File: src/sv/protobuf_frame_parser_assert.svh
// Assertion macros used by the frame parser queue module.
// Each macro expects i_clk and i_rst_n to be visible in the using module.
`ifndef PROTOBUF_FRAME_PARSER_ASSERT_SVH
`define PROTOBUF_FRAME_PARSER_ASSERT_SVH

// Same-cycle implication, checked outside reset.
`define PFP_ASSERT(lbl, cond, expr) \
    lbl: assert property (@(posedge i_clk) disable iff (!i_rst_n) (cond) |-> (expr)) \
        else $error("pfp assertion failed");

// Next-cycle implication, checked outside reset.
`define PFP_ASSERT_NEXT(lbl, cond, expr) \
    lbl: assert property (@(posedge i_clk) disable iff (!i_rst_n) (cond) |=> (expr)) \
        else $error("pfp assertion failed");

`endif

File: src/sv/pfp_pkg.sv
// Package for the protobuf frame parser: sizes, codes, record types, helpers.
// Used by every module of the block; depends on nothing.
package pfp_pkg;

    localparam int MAX_HEADERS = 8;
    localparam int KEY_BYTES   = 64;
    localparam int LEN_BITS    = 32;

    localparam int HCW = $clog2(MAX_HEADERS + 1);
    localparam int SCW = $clog2(KEY_BYTES);
    localparam logic [63:0] LEN_MASK = {64{1'b1}} >> (64 - LEN_BITS);

    localparam int QDEPTH = 4;
    localparam int QAW    = $clog2(QDEPTH);

    // Protobuf wire types.
    localparam logic [2:0] WT_VARINT = 3'd0;
    localparam logic [2:0] WT_I64    = 3'd1;
    localparam logic [2:0] WT_LEN    = 3'd2;
    localparam logic [2:0] WT_I32    = 3'd5;

    // Top-level field numbers with a meaning.
    localparam logic [31:0] FLD_HEADER  = 32'd5;
    localparam logic [31:0] FLD_PAYLOAD = 32'd8;

    // Varint byte limit index (tenth byte).
    localparam logic [3:0] VARINT_LAST = 4'd9;

    typedef enum logic [2:0] {
        KIND_SCALAR    = 3'd0,
        KIND_HDR_START = 3'd1,
        KIND_HDR_BYTE  = 3'd2,
        KIND_PAY_START = 3'd3,
        KIND_PAY_BYTE  = 3'd4,
        KIND_DONE      = 3'd5,
        KIND_ERROR     = 3'd6
    } t_kind;

    typedef enum logic [1:0] {
        OP_TAG,
        OP_VALUE,
        OP_LENGTH,
        OP_SPAN
    } t_outer;

    typedef enum logic [2:0] {
        IP_TAG,
        IP_SKIPVAR,
        IP_LENGTH,
        IP_STRING,
        IP_SKIPBYTES,
        IP_DEAD
    } t_inner;

    // One decoded event.
    typedef struct packed {
        t_kind       kind;
        logic [2:0]  fnum;
        logic [63:0] value;
        logic [2:0]  slot;
        logic        part;
        logic [7:0]  data;
    } t_event;

    // All results caused by one input byte: an event, then done or error.
    typedef struct packed {
        logic       ev_vld;
        t_event     ev;
        logic       end_vld;
        logic       end_err;
        logic [3:0] seen;
    } t_rec;

    // Place the low seven bits of a varint byte at group position cnt.
    function automatic logic [63:0] vshift(input logic [7:0] b, input logic [3:0] cnt);
        logic [63:0] x;
        logic [6:0]  amt;
        x   = {57'd0, b[6:0]};
        amt = 7'(cnt) * 7'd7;
        return x << amt;
    endfunction

endpackage

File: src/sv/protobuf_frame_parser.sv
// Top level of the protobuf frame parser: front end, record queue, back end.
// Depends on pfp_pkg, pfp_front, pfp_queue and pfp_back.
//
//  Channel | Handshake                | Payload
//  input   | i_in_valid / o_in_ready  | i_in_byte, i_end_of_frame
//  output  | o_out_valid / i_out_ready| o_kind ... o_last_of_run
//
// One byte is taken per cycle while the queue is not full; the byte is decoded
// in the cycle it is taken. Each byte makes at most one record, which the back
// end sends as one or two transfers, so a byte that ends a frame after an event
// yields two transfers. A four-record queue lets input continue while the
// output stalls. Reset is synchronous; input ready is held low during reset
// and is high in the first cycle after reset is released.
module protobuf_frame_parser (
    input  logic        i_clk,
    input  logic        i_rst_n,
    input  logic        i_in_valid,
    output logic        o_in_ready,
    input  logic [7:0]  i_in_byte,
    input  logic        i_end_of_frame,
    output logic        o_out_valid,
    input  logic        i_out_ready,
    output logic [2:0]  o_kind,
    output logic [2:0]  o_field_number,
    output logic [63:0] o_scalar_value,
    output logic [2:0]  o_header_slot,
    output logic        o_string_part,
    output logic [7:0]  o_data_byte,
    output logic [3:0]  o_headers_seen,
    output logic        o_last_of_run
);
    import pfp_pkg::*;

    logic   take, push, full, pop, empty;
    t_rec   f_rec, q_rec;
    t_event ev;

    assign o_in_ready = !full && i_rst_n;
    assign take       = i_in_valid && o_in_ready;

    pfp_front u_front (
        .i_clk   (i_clk),
        .i_rst_n (i_rst_n),
        .i_take  (take),
        .i_byte  (i_in_byte),
        .i_eof   (i_end_of_frame),
        .o_push  (push),
        .o_rec   (f_rec)
    );

    pfp_queue u_queue (
        .i_clk   (i_clk),
        .i_rst_n (i_rst_n),
        .i_push  (push),
        .i_rec   (f_rec),
        .o_full  (full),
        .i_pop   (pop),
        .o_rec   (q_rec),
        .o_empty (empty)
    );

    pfp_back u_back (
        .i_clk   (i_clk),
        .i_rst_n (i_rst_n),
        .i_rec   (q_rec),
        .i_empty (empty),
        .o_pop   (pop),
        .i_ready (i_out_ready),
        .o_valid (o_out_valid),
        .o_ev    (ev),
        .o_seen  (o_headers_seen),
        .o_last  (o_last_of_run)
    );

    assign o_kind         = ev.kind;
    assign o_field_number = ev.fnum;
    assign o_scalar_value = ev.value;
    assign o_header_slot  = ev.slot;
    assign o_string_part  = ev.part;
    assign o_data_byte    = ev.data;

endmodule

File: src/sv/pfp_front.sv
// Front end of the frame parser: takes bytes, runs the wire-format decoder,
// and produces at most one result record per byte. Depends on pfp_pkg.
module pfp_front (
    input  logic          i_clk,
    input  logic          i_rst_n,
    input  logic          i_take,
    input  logic [7:0]    i_byte,
    input  logic          i_eof,
    output logic          o_push,
    output pfp_pkg::t_rec o_rec
);
    import pfp_pkg::*;

    t_outer                r_ophase, n_ophase;
    logic [63:0]           r_acc, n_acc;
    logic [3:0]            r_shift, n_shift;
    logic [31:0]           r_field, n_field;
    logic [2:0]            r_wt, n_wt;
    logic [LEN_BITS-1:0]   r_span, n_span;
    t_inner                r_iphase, n_iphase;
    logic [63:0]           r_iacc, n_iacc;
    logic [3:0]            r_ishift, n_ishift;
    logic [LEN_BITS-1:0]   r_ileft, n_ileft;
    logic [31:0]           r_ifield, n_ifield;
    logic [SCW-1:0]        r_scount, n_scount;
    logic [HCW-1:0]        r_hcount, n_hcount;
    logic                  r_hact, n_hact;
    logic [HCW-1:0]        r_slot, n_slot;
    logic                  r_err, n_err;

    logic [63:0]         acc_new, iacc_new;
    logic                vdone, vlong, idone, ilong;
    logic [LEN_BITS-1:0] span_dec, ileft_dec;
    logic                fail;
    t_rec                rec;

    // Varint accumulation for the outer and the inner decoder.
    always_comb begin
        acc_new  = r_acc | vshift(i_byte, r_shift);
        vdone    = !i_byte[7];
        vlong    = i_byte[7] && (r_shift >= VARINT_LAST);
        iacc_new = r_iacc | vshift(i_byte, r_ishift);
        idone    = !i_byte[7];
        ilong    = i_byte[7] && (r_ishift >= VARINT_LAST);
        span_dec  = r_span - LEN_BITS'(1);
        ileft_dec = r_ileft - LEN_BITS'(1);
    end

    // Decoder next state and the event of this byte.
    always_comb begin
        n_ophase = r_ophase; n_acc = r_acc; n_shift = r_shift; n_field = r_field;
        n_wt = r_wt; n_span = r_span; n_iphase = r_iphase; n_iacc = r_iacc;
        n_ishift = r_ishift; n_ileft = r_ileft; n_ifield = r_ifield;
        n_scount = r_scount; n_hcount = r_hcount; n_hact = r_hact; n_slot = r_slot;
        n_err = r_err;
        fail = 1'b0;
        rec  = '0;
        rec.ev.kind = KIND_SCALAR;

        if (!r_err) begin
            case (r_ophase)
                OP_TAG, OP_VALUE, OP_LENGTH: begin
                    n_acc   = acc_new;
                    n_shift = vdone ? 4'd0 : r_shift + 4'd1;
                    if (vlong) begin
                        fail = 1'b1;
                    end else if (vdone) begin
                        n_acc = '0;
                        if (r_ophase == OP_TAG) begin
                            n_field = acc_new[34:3];
                            n_wt    = acc_new[2:0];
                            case (acc_new[2:0])
                                WT_VARINT: n_ophase = OP_VALUE;
                                WT_LEN:    n_ophase = OP_LENGTH;
                                WT_I64: begin
                                    n_span   = LEN_BITS'(8);
                                    n_ophase = OP_SPAN;
                                end
                                WT_I32: begin
                                    n_span   = LEN_BITS'(4);
                                    n_ophase = OP_SPAN;
                                end
                                default: fail = 1'b1;
                            endcase
                        end else if (r_ophase == OP_VALUE) begin
                            n_ophase = OP_TAG;
                            if (r_field >= 32'd1 && r_field <= 32'd4) begin
                                rec.ev_vld   = 1'b1;
                                rec.ev.kind  = KIND_SCALAR;
                                rec.ev.fnum  = 3'(r_field);
                                rec.ev.value = (r_field >= 32'd3) ?
                                               {32'd0, acc_new[31:0]} : acc_new;
                            end
                        end else begin
                            // Length of a delimited field.
                            if (acc_new > LEN_MASK) begin
                                fail = 1'b1;
                            end else begin
                                if (r_field == FLD_HEADER) begin
                                    n_hact = r_hcount < HCW'(MAX_HEADERS);
                                    if (r_hcount < HCW'(MAX_HEADERS)) begin
                                        n_slot   = r_hcount;
                                        n_hcount = r_hcount + HCW'(1);
                                        n_iphase = IP_TAG;
                                        n_iacc   = '0;
                                        n_ishift = '0;
                                        n_ileft  = '0;
                                    end
                                end else if (r_field == FLD_PAYLOAD) begin
                                    rec.ev_vld   = 1'b1;
                                    rec.ev.kind  = KIND_PAY_START;
                                    rec.ev.value = acc_new;
                                end
                                n_span   = acc_new[LEN_BITS-1:0];
                                n_ophase = (acc_new != 64'd0) ? OP_SPAN : OP_TAG;
                            end
                        end
                    end
                end
                OP_SPAN: begin
                    n_span = span_dec;
                    if (span_dec == '0) begin
                        n_ophase = OP_TAG;
                    end
                    if (r_wt == WT_LEN && r_field == FLD_HEADER && r_hact) begin
                        // Header sub-message decoder.
                        case (r_iphase)
                            IP_TAG, IP_SKIPVAR, IP_LENGTH: begin
                                n_iacc   = iacc_new;
                                n_ishift = idone ? 4'd0 : r_ishift + 4'd1;
                                if (ilong) begin
                                    n_iphase = IP_DEAD;
                                end else if (idone) begin
                                    n_iacc = '0;
                                    if (r_iphase == IP_TAG) begin
                                        n_ifield = iacc_new[34:3];
                                        case (iacc_new[2:0])
                                            WT_LEN:    n_iphase = IP_LENGTH;
                                            WT_VARINT: n_iphase = IP_SKIPVAR;
                                            WT_I64: begin
                                                n_ileft  = LEN_BITS'(8);
                                                n_iphase = (span_dec < LEN_BITS'(8)) ?
                                                           IP_DEAD : IP_SKIPBYTES;
                                            end
                                            WT_I32: begin
                                                n_ileft  = LEN_BITS'(4);
                                                n_iphase = (span_dec < LEN_BITS'(4)) ?
                                                           IP_DEAD : IP_SKIPBYTES;
                                            end
                                            default: n_iphase = IP_DEAD;
                                        endcase
                                    end else if (r_iphase == IP_SKIPVAR) begin
                                        n_iphase = IP_TAG;
                                    end else if (iacc_new > 64'(span_dec)) begin
                                        n_iphase = IP_DEAD;
                                    end else begin
                                        n_ileft = iacc_new[LEN_BITS-1:0];
                                        if (r_ifield == 32'd1 || r_ifield == 32'd2) begin
                                            rec.ev_vld   = 1'b1;
                                            rec.ev.kind  = KIND_HDR_START;
                                            rec.ev.value = iacc_new;
                                            rec.ev.slot  = 3'(r_slot);
                                            rec.ev.part  = (r_ifield == 32'd2);
                                            n_scount     = '0;
                                        end
                                        if (iacc_new == 64'd0) begin
                                            n_iphase = IP_TAG;
                                        end else if (r_ifield == 32'd1 ||
                                                     r_ifield == 32'd2) begin
                                            n_iphase = IP_STRING;
                                        end else begin
                                            n_iphase = IP_SKIPBYTES;
                                        end
                                    end
                                end
                            end
                            IP_STRING: begin
                                if (r_scount < SCW'(KEY_BYTES - 1)) begin
                                    rec.ev_vld  = 1'b1;
                                    rec.ev.kind = KIND_HDR_BYTE;
                                    rec.ev.slot = 3'(r_slot);
                                    rec.ev.part = (r_ifield == 32'd2);
                                    rec.ev.data = i_byte;
                                    n_scount    = r_scount + SCW'(1);
                                end
                                n_ileft = ileft_dec;
                                if (ileft_dec == '0) begin
                                    n_iphase = IP_TAG;
                                end
                            end
                            IP_SKIPBYTES: begin
                                n_ileft = ileft_dec;
                                if (ileft_dec == '0) begin
                                    n_iphase = IP_TAG;
                                end
                            end
                            default: begin
                            end
                        endcase
                    end else if (r_wt == WT_LEN && r_field == FLD_PAYLOAD) begin
                        rec.ev_vld  = 1'b1;
                        rec.ev.kind = KIND_PAY_BYTE;
                        rec.ev.data = i_byte;
                    end
                end
                default: begin
                end
            endcase

            // Frame-level outcome of this byte.
            if (fail) begin
                n_err       = 1'b1;
                rec.ev_vld  = 1'b0;
                rec.end_vld = 1'b1;
                rec.end_err = 1'b1;
            end else if (i_eof) begin
                rec.end_vld = 1'b1;
                rec.end_err = (n_ophase != OP_TAG);
                rec.seen    = rec.end_err ? 4'd0 : 4'(n_hcount);
            end
        end
    end

    assign o_rec  = rec;
    assign o_push = i_take && (rec.ev_vld || rec.end_vld);

    // Decoder state; the end of a frame returns everything to reset.
    always_ff @(posedge i_clk) begin
        if (!i_rst_n || (i_take && i_eof)) begin
            r_ophase <= OP_TAG;  r_acc <= '0;    r_shift <= '0;  r_field <= '0;
            r_wt <= '0;          r_span <= '0;   r_iphase <= IP_TAG;
            r_iacc <= '0;        r_ishift <= '0; r_ileft <= '0;  r_ifield <= '0;
            r_scount <= '0;      r_hcount <= '0; r_hact <= 1'b0; r_slot <= '0;
            r_err <= 1'b0;
        end else if (i_take) begin
            r_ophase <= n_ophase; r_acc <= n_acc;     r_shift <= n_shift;
            r_field <= n_field;   r_wt <= n_wt;       r_span <= n_span;
            r_iphase <= n_iphase; r_iacc <= n_iacc;   r_ishift <= n_ishift;
            r_ileft <= n_ileft;   r_ifield <= n_ifield;
            r_scount <= n_scount; r_hcount <= n_hcount; r_hact <= n_hact;
            r_slot <= n_slot;     r_err <= n_err;
        end
    end

endmodule

File: src/sv/pfp_queue.sv
// Short record queue between the parser front end and the result back end.
// Depends on pfp_pkg and the assertion macro header.
module pfp_queue (
    input  logic          i_clk,
    input  logic          i_rst_n,
    input  logic          i_push,
    input  pfp_pkg::t_rec i_rec,
    output logic          o_full,
    input  logic          i_pop,
    output pfp_pkg::t_rec o_rec,
    output logic          o_empty
);
    import pfp_pkg::*;
    `include "protobuf_frame_parser_assert.svh"

    t_rec           r_mem [QDEPTH];
    logic [QAW-1:0] r_wp, r_rp;
    logic [QAW:0]   r_cnt;

    assign o_full  = (r_cnt == (QAW+1)'(QDEPTH));
    assign o_empty = (r_cnt == '0);
    assign o_rec   = r_mem[r_rp];

    // Storage write.
    always_ff @(posedge i_clk) begin
        if (i_push) begin
            r_mem[r_wp] <= i_rec;
        end
    end

    // Pointers and fill count.
    always_ff @(posedge i_clk) begin
        if (!i_rst_n) begin
            r_wp  <= '0;
            r_rp  <= '0;
            r_cnt <= '0;
        end else begin
            if (i_push) begin
                r_wp <= r_wp + QAW'(1);
            end
            if (i_pop) begin
                r_rp <= r_rp + QAW'(1);
            end
            r_cnt <= r_cnt + (QAW+1)'(i_push) - (QAW+1)'(i_pop);
        end
    end

    `PFP_ASSERT(a_no_overflow, i_push, !o_full || i_pop)
    `PFP_ASSERT(a_no_underflow, i_pop, !o_empty)
    `PFP_ASSERT(a_cnt_range, 1'b1, r_cnt <= (QAW+1)'(QDEPTH))
    `PFP_ASSERT_NEXT(a_cnt_up, i_push && !i_pop, r_cnt == $past(r_cnt) + (QAW+1)'(1))

endmodule

File: src/sv/pfp_back.sv
// Back end of the frame parser: splits each record into result transfers
// and holds them in the output register. Depends on pfp_pkg.
module pfp_back (
    input  logic          i_clk,
    input  logic          i_rst_n,
    input  pfp_pkg::t_rec i_rec,
    input  logic          i_empty,
    output logic          o_pop,
    input  logic          i_ready,
    output logic          o_valid,
    output pfp_pkg::t_event o_ev,
    output logic [3:0]    o_seen,
    output logic          o_last
);
    import pfp_pkg::*;

    logic   r_vld, n_vld;
    logic   r_sub, n_sub;
    t_event r_ev, n_ev;
    logic [3:0] r_seen, n_seen;
    logic   r_last, n_last;
    logic   load;

    // Select the next result from the queue head.
    always_comb begin
        load  = !r_vld || i_ready;
        n_vld = r_vld; n_sub = r_sub; n_ev = r_ev; n_seen = r_seen; n_last = r_last;
        o_pop = 1'b0;
        if (load) begin
            n_vld = !i_empty;
            if (!i_empty) begin
                if (i_rec.ev_vld && !r_sub) begin
                    n_ev   = i_rec.ev;
                    n_seen = 4'd0;
                    n_last = !i_rec.end_vld;
                    n_sub  = i_rec.end_vld;
                    o_pop  = !i_rec.end_vld;
                end else begin
                    n_ev      = '0;
                    n_ev.kind = i_rec.end_err ? KIND_ERROR : KIND_DONE;
                    n_seen    = i_rec.seen;
                    n_last    = 1'b1;
                    n_sub     = 1'b0;
                    o_pop     = 1'b1;
                end
            end
        end
    end

    // Output register.
    always_ff @(posedge i_clk) begin
        if (!i_rst_n) begin
            r_vld <= 1'b0;
            r_sub <= 1'b0;
        end else begin
            r_vld <= n_vld;
            r_sub <= n_sub;
        end
        r_ev   <= n_ev;
        r_seen <= n_seen;
        r_last <= n_last;
    end

    assign o_valid = r_vld;
    assign o_ev    = r_ev;
    assign o_seen  = r_seen;
    assign o_last  = r_last;

endmodule
File: config.mk
export PLATFORM = sky130hd
export DESIGN_NAME = protobuf_frame_parser
export DESIGN_NICKNAME = d
export VERILOG_FILES = /design/src/sv/pfp_pkg.sv /design/src/sv/protobuf_frame_parser.sv /design/src/sv/pfp_front.sv /design/src/sv/pfp_queue.sv /design/src/sv/pfp_back.sv
export VERILOG_INCLUDE_DIRS = /design/src /design/src/sv
export SDC_FILE = /design/constraint.sdc
export NUM_CORES = 1
export LEC_CHECK = 0
export BUFFER_PORTS_ARGS = -buffer_cell sky130_fd_sc_hd__clkbuf_2
export CORE_MARGIN = 2
export CORE_UTILIZATION = 50
export DETAILED_ROUTE_END_ITERATION = 7
export HOLD_SLACK_MARGIN = 0.02
export PLACE_DENSITY = 0.66
export SETUP_SLACK_MARGIN = 0.2
export SLEW_MARGIN = 30
export SYNTH_ARGS = -nofsm -noshare
export SYNTH_HDL_FRONTEND = slang
export SYNTH_SLANG_ARGS = --single-unit
File: constraint.sdc
create_clock -name i_clk -period 18.1 [get_ports i_clk]
set_input_delay 0.905 -clock i_clk [delete_from_list [all_inputs] [get_ports i_clk]]
set_output_delay 0.905 -clock i_clk [all_outputs]
set_load 0.03 [all_outputs]
After elaboration in Yosys (flattened, before gate mapping)
Memories as Yosys holds them, arrays and structs flattened. A register that Yosys moved wholly into a read port is not among the register bits.
Index checks and enable logic that the tools add are counted.
{"block": "classes", "shift": 2, "mul": 2, "n_addsub": 10, "bitwise_logic": 10, "n_mux": 163, "n_eq_ne": 46, "reduce_logical": 49, "n_div": 0, "magnitude_cmp": 11}
{"operator": "2-to-1 mux 64 bit", "n": 19}
{"operator": "2-to-1 mux 32 bit", "n": 18}
{"operator": "2-to-1 mux 68 bit", "n": 7}
{"operator": "case mux 32 bit (2 select lines)", "n": 5}
{"operator": "2-to-1 mux 71 bit", "n": 4}
{"operator": "case mux 64 bit (2 select lines)", "n": 2}
{"operator": "2-to-1 mux 4 bit", "n": 34}
{"operator": "bitwise OR 64 bit", "n": 2}
{"operator": "left shift 7 x 7 -> 64 bit", "n": 2}
{"operator": "2-to-1 mux 89 bit", "n": 1}
{"operator": "2-to-1 mux 82 bit", "n": 1}
{"operator": "> comparator 64 x 32 -> 1 bit", "n": 1}
{"operator": "> comparator 64 x 32 -> 1 bit (second input constant)", "n": 1}
{"operator": "zero test 32 bit", "n": 2}
{"operator": "zero test 64 bit", "n": 1}
{"operator": "nonzero test 64 bit", "n": 1}
{"operator": "subtractor 32 x 1 -> 32 bit (second input constant)", "n": 2}
{"operator": "2-to-1 mux 3 bit", "n": 18}
{"operator": "2-to-1 mux 6 bit", "n": 8}
{"operator": "== test 32 x 1 -> 1 bit (second input constant)", "n": 1}
{"operator": "== test 32 x 2 -> 1 bit (second input constant)", "n": 1}
{"operator": "== test 32 x 3 -> 1 bit (second input constant)", "n": 1}
{"operator": "== test 32 x 4 -> 1 bit (second input constant)", "n": 1}
{"operator": ">= comparator 32 x 1 -> 1 bit (second input constant)", "n": 1}
{"operator": "other kinds (56)", "n": 159}
{"block": "totals", "register_bits": 383, "ram_bits": 356, "mem_count": 1, "in_bits": 13, "latchBits": 0, "rom_bits": 0}
{"memory": "u_queue.r_mem", "words": 4, "word_bits": 89, "rd": 1, "rd_ports_with_merged_regs": 1, "wr": 1, "line_no": "pfp_queue.sv:16", "source": "t_rec r_mem [QDEPTH];"}

Longest topological paths before layout
{"block": "depth", "ltp_word": 21, "depth_mapped": 25, "ltp_nobuf": 24}

Hierarchy
A second synthesis with hierarchy kept.
{"block": "unflattened", "cells_unflattened": 2831, "area_unflattened_um2": 32881.5}
{"module": "pfp_front", "instances": 1, "cells_each": 2126, "area_each_um2": 16280.6}
{"module": "pfp_queue", "instances": 1, "cells_each": 508, "area_each_um2": 13260.2}
{"module": "pfp_back", "instances": 1, "cells_each": 195, "area_each_um2": 3325.7}
{"module": "protobuf_frame_parser", "instances": 1, "cells_each": 2, "area_each_um2": 15.0}

Worst setup path before layout
No wires, ideal clock.
{"block": "synth_path", "kind": "register -> register", "start": "register u_front.r_span[12]", "end": "memory u_queue.r_mem[0][0] in the netlist's numbering, enable pin", "required_time_ps": 17552, "synth_period_minus_slack_ps": 8612, "slack_ps": 9488, "path_stages_with_launch": 20, "arrival_time_ps": 8064, "cell_sequence": "dfxtp_1 -> buf_6 -> or3_1 -> or4_4 -> buf_6 -> nand2b_4 -> buf_6 -> or3_1 -> nor3_1 -> xnor2_1 -> ha_1 -> a21o_1 -> a211o_1 -> o221ai_1 -> o311ai_0 -> a21o_1 -> o21ai_1 -> a21oi_1 -> o32a_1 -> nor2b_1"}
{"block": "synth_between", "elab_chain_cells": 16}
{"element": "start, declared", "line_no": "pfp_front.sv:19", "source": "logic [LEN_BITS-1:0] r_span, n_span;"}
{"element": "start signal, assigned", "line_no": "pfp_front.sv:237", "source": "r_field <= n_field; r_wt <= n_wt; r_span <= n_span;"}
{"element": "subtractor 32 x 1 -> 32 bit", "line_no": "pfp_front.sv:45", "source": "span_dec = r_span - LEN_BITS'(1);"}
{"element": "> comparator 64 x 32 -> 1 bit", "line_no": "pfp_front.sv:154", "source": "end else if (iacc_new > 64'(span_dec)) begin"}
{"element": "2-to-1 mux 4 bit", "line_no": "pfp_front.sv:154"}
{"element": "2-to-1 mux 4 bit", "line_no": "pfp_front.sv:152", "source": "end else if (r_iphase == IP_SKIPVAR) begin"}
{"element": "2-to-1 mux 4 bit", "line_no": "pfp_front.sv:135", "source": "if (r_iphase == IP_TAG) begin"}
{"element": "2-to-1 mux 4 bit", "line_no": "pfp_front.sv:133", "source": "end else if (idone) begin"}
{"element": "2-to-1 mux 4 bit", "line_no": "pfp_front.sv:131", "source": "if (ilong) begin"}
{"element": "case mux 4 bit (2 select lines)", "line_no": "pfp_front.sv:127", "source": "case (r_iphase)"}
{"element": "2-to-1 mux 4 bit", "line_no": "pfp_front.sv:125", "source": "if (r_wt == WT_LEN && r_field == FLD_HEADER && r_hact) begin"}
{"element": "case mux 4 bit (2 select lines)", "line_no": "pfp_front.sv:61", "source": "case (r_ophase)"}
{"element": "2-to-1 mux 1 bit", "line_no": "pfp_front.sv:211", "source": "if (fail) begin"}
{"element": "2-to-1 mux 89 bit", "line_no": "pfp_front.sv:60", "source": "if (!r_err) begin"}
{"element": "logical OR 1 bit", "line_no": "pfp_front.sv:225", "source": "assign o_push = i_take && (rec.ev_vld || rec.end_vld);"}
{"element": "logical AND 1 bit", "line_no": "pfp_front.sv:225"}
{"element": "2-to-1 mux 1 bit", "line_no": "pfp_queue.sv:26", "source": "if (i_push) begin"}
{"element": "2-to-1 mux 1 bit (not written as such)", "line_no": "pfp_queue.sv:27", "source": "r_mem[r_wp] <= i_rec;"}
{"element": "end, declared", "line_no": "pfp_queue.sv:16"}
No other way between the ends.

Final worst setup path
{"block": "layout_path", "start": "register u_front.r_span[0]", "end": "memory u_queue.r_mem[3][8] in the netlist's numbering, enable pin"}
Same word-level chain as after synthesis.

==> impl_metrics.toml <==
[global_routing]
first_global_vias = 22700
grt_antenna_before_repair = 1
grt_use_total_pct = 26.2
grt_overflow = 0
wire_length_of_the_first_global_routing_pass_mm = 136
pin_count_of_the_biggest_net_entering_global_routing = 89

[run]
timing.max_cap.violations = 0

[clocking]
hold_buffers = 0
cts.repair.resized = 0
cts_inserted_buffers = 78
cts_tree = "yes"
cts_sinks = 741
cts.root.buffer_cell = "clkbuf_16"
cts.path.max_buffers = 3
ctsHtreeMaxLevel = 3
clock_insertion_delay_worst_skew_ns = 0.65
clock_pin_slew_on_the_worst_setup_and_hold_paths_ns = 0.06
cts_post_setup_buffers_inserted = 0

[die]
initial_core_util_pct = 50.8
die-area_sq_mm = 0.0678
num_io_pins = 102
core_area_sq_mm = 0.0647
dieWidth_um = 260
die-height_um = 260
fp-row-count = 93

[critical_path]
crit_slowest_cell = "buf_4"
critical_path_arrival_ns = 6.89
critical_path_class = "reg -> reg"
worstSetupEndpointType = "register"
rrSetupSlack_ns = 11.47
kind_of_start_point_of_the_critical_path = "register"
crit_required_ns = 18.36
timing.critical_path.slowest_cell_delay_ns = 0.74
crit_path_cell_trace = "inv_1, ha_1, nor4b_1, nand3_1, or2_2, or4_1, xor2_1, ha_1, nand4_1, nor2_1, a211oi_1, o311ai_0, a21o_1, o21ai_1, a21oi_1, o32a_1, nor2b_4, buf_4"
cpMostUsedCell = "ha_1"
timing.critical_path.fanout_max = 58

[route]
postRouteWirelength_mm = 88.7
drtPass1Iterations = 6
drcViolationCount = 0
num_vias = 23600
routed_via_density = 6.18
detail_route.iter0.violations = 2315
wl_per_cell_um = 23.2
ant_nets = 0

[layout]
antenna-diode-count = 0
drive_gt1_share_pct = 15.6
synthToLayoutAreaGrowth_pct = 12.6
finalNetCount = 2965
fin_util_pct = 57.2
final-instance-count-excl-fill = 3823
layout.filler_cells = 5363

[status]
outcome = "completed"

[yosys]
synthesis.instances = 2874
yosys_warnings = 0
netlist.top_cell.by_area = "edfxtp_1"
yosys_register_bits = 741
per_instance_average_area_after_synthesis_sq_um = 11.4
netlist_top_cells_area = "edfxtp_1 40%, dfxtp_1 18%, mux4_2 6.1%"
post-synth-top-count-cell = "nor2_1"
netlist_area_sq_mm = 0.0328
ys_seq_area_share_pct = 58.7
synth-edff-count = 443
synth_cell_types = 83
mappedNetlistNets = 2937
synth-main-ff-cell = "edfxtp_1"
async_reset_ff_share_pct = 0
synth_top_area_share_pct = 40.5
synth.top_cells.by_count = "461 x nor2_1, 443 x edfxtp_1, 298 x dfxtp_1"

[timing]
maxClockFrequency_ghz = 0.151
hold_viol_final = 0
worst_relative_slew_slack_pct = 26.6
rsz0062_at_grt = "false"
timing.final.crit_share_pct = 36.6
finalWorstPathRequiredPeriod_ns = 6.63
sum_of_negative_setup_slack_ns = 0
setup_viol = 0
timing.clock.skew_ns = 0.0278
timing_worst_slew_pin_value_ns = 1.09
final-max-slew-violation-count = 0

[place]
io_buffers = 101
post-place-cells = 3675
hpwlAfterDp_mm = 60.2
place_congestion = 0.973

[worst_hold_path]
timing.hold.worst.class = "reg -> reg"

[pwr]
cellLeakagePower_nw = 13.2
maximum_vdd_drop_mv = 0.0773
power_per_cell_area_mw_per_mm2 = 125
total_power_mw = 4.63
cell families (layout without fill, tap and decap cells):
logic type / Yosys count / in the layout / share of synthesized area, %
xor+xnor: 60 / 60 / 1.62
mux: 123 / 123 / 7.14
buf+inv: 291 / 385 / 3.48
flops: 741 / 741 / 58.7
compound gates: 621 / 621 / 12.5
simple gates: 988 / 988 / 14.7
fa+ha+maj: 50 / 50 / 1.93
per-stage QoR:
| stage | setup WS [ns] | hold WS [ns] | cell area, sq um |
|---|---|---|---|
| floorplan | 9.49 | 0.437 | 32800 |
| global placement | 10.96 | 0.447 | 34100 |
| detailed placement | 10.87 | 0.456 | 34200 |
| CTS | 10.84 | 0.470 | 36900 |
| global route | 10.91 | 0.488 | 37000 |
| finish | 11.47 | 0.469 | 37000 |
worst paths after layout:
| path | startpoint | endpoint | cells after the start |
|---|---|---|---|
| max | u_front.r_span[0] | u_queue.r_mem[3][8] | 18 |
| min | u_front.r_iacc[59] | u_front.r_iacc[59] | 2 |
| max reg2reg | u_front.r_span[0] | u_queue.r_mem[3][8] | 18 |
| min reg2reg | u_front.r_iacc[59] | u_front.r_iacc[59] | 2 |
where the power goes:
| group | internal [mW] | leakage [nW] | switching (mW) |
|---|---|---|---|
| Sequential | 1.98 | 6.62 | 0.0603 |
| Combinational | 0.329 | 5.24 | 0.620 |
| Clock | 0.967 | 1.30 | 0.675 |
| Total | 3.27 | 13.2 | 1.36 |
area by class of cell:
type	instances	area, sq um	share of cell area, %
Clock inverter	44	562	1.52
Multi-Input combinational cell	1842	12600	34.1
Tap cell	855	1070	2.89
Clock buffer	102	2110	5.72
Inverter	72	270	0.730
Timing Repair Buffer	167	1100	2.99
Sequential cell	741	19300	52.1
layer usage:
metal	up-vias	track usage, %	part of all wire [%]
li1	10800	-	-
met1	11700	37.5	44
met2	935	40.4	46
met3	175	4.39	6.7
met4	2	9.59	3.7
met5	-	0	0.015
flip-flops by register name, summed over array words and instances, names as in the netlist, 6 cells and up, named ones only:
name,flops
u_queue.r_mem,356
u_back.o_ev,82
u_front.r_acc,64
u_front.r_iacc,64
u_front.r_field,32
u_front.r_ifield,32
u_front.r_ileft,32
u_front.r_span,32
u_front.r_scount,6
cell usage in the layout, fill, tap and decap left out, types with 21 or more instances in the layout:
master | synthesis | routed
buf_4 | 1 | 60
inv_1 | 72 | 72
mux4_2 | 89 | 89
nor4_1 | 65 | 63
xor2_1 | 21 | 21
a31oi_1 | 118 | 118
xnor2_1 | 38 | 38
ha_1 | 49 | 49
nor2b_1 | 96 | 90
edfxtp_1 | 443 | 443
and2_1 | 24 | 24
mux2i_1 | 34 | 34
nor3_1 | 70 | 70
clkbuf_2 | 0 | 103
clkbuf_16 | 0 | 78
a21oi_1 | 201 | 200
nand4_1 | 58 | 58
dfxtp_1 | 298 | 296
nor2_1 | 461 | 455
a211oi_1 | 136 | 135
o221a_2 | 21 | 21
nand3_1 | 32 | 32
nand2_1 | 81 | 75
o21ai_0 | 31 | 31
critical path, delay by kind of cell, from the launching register on:
kind,cells,cell delay [ns]
simple gates,7,2.22
compound gates,6,1.83
buf+inv,2,0.85
fa+ha+maj,2,0.62
flops,1,0.34
xor+xnor,1,0.25
Power figures use the tool's default switching activity.
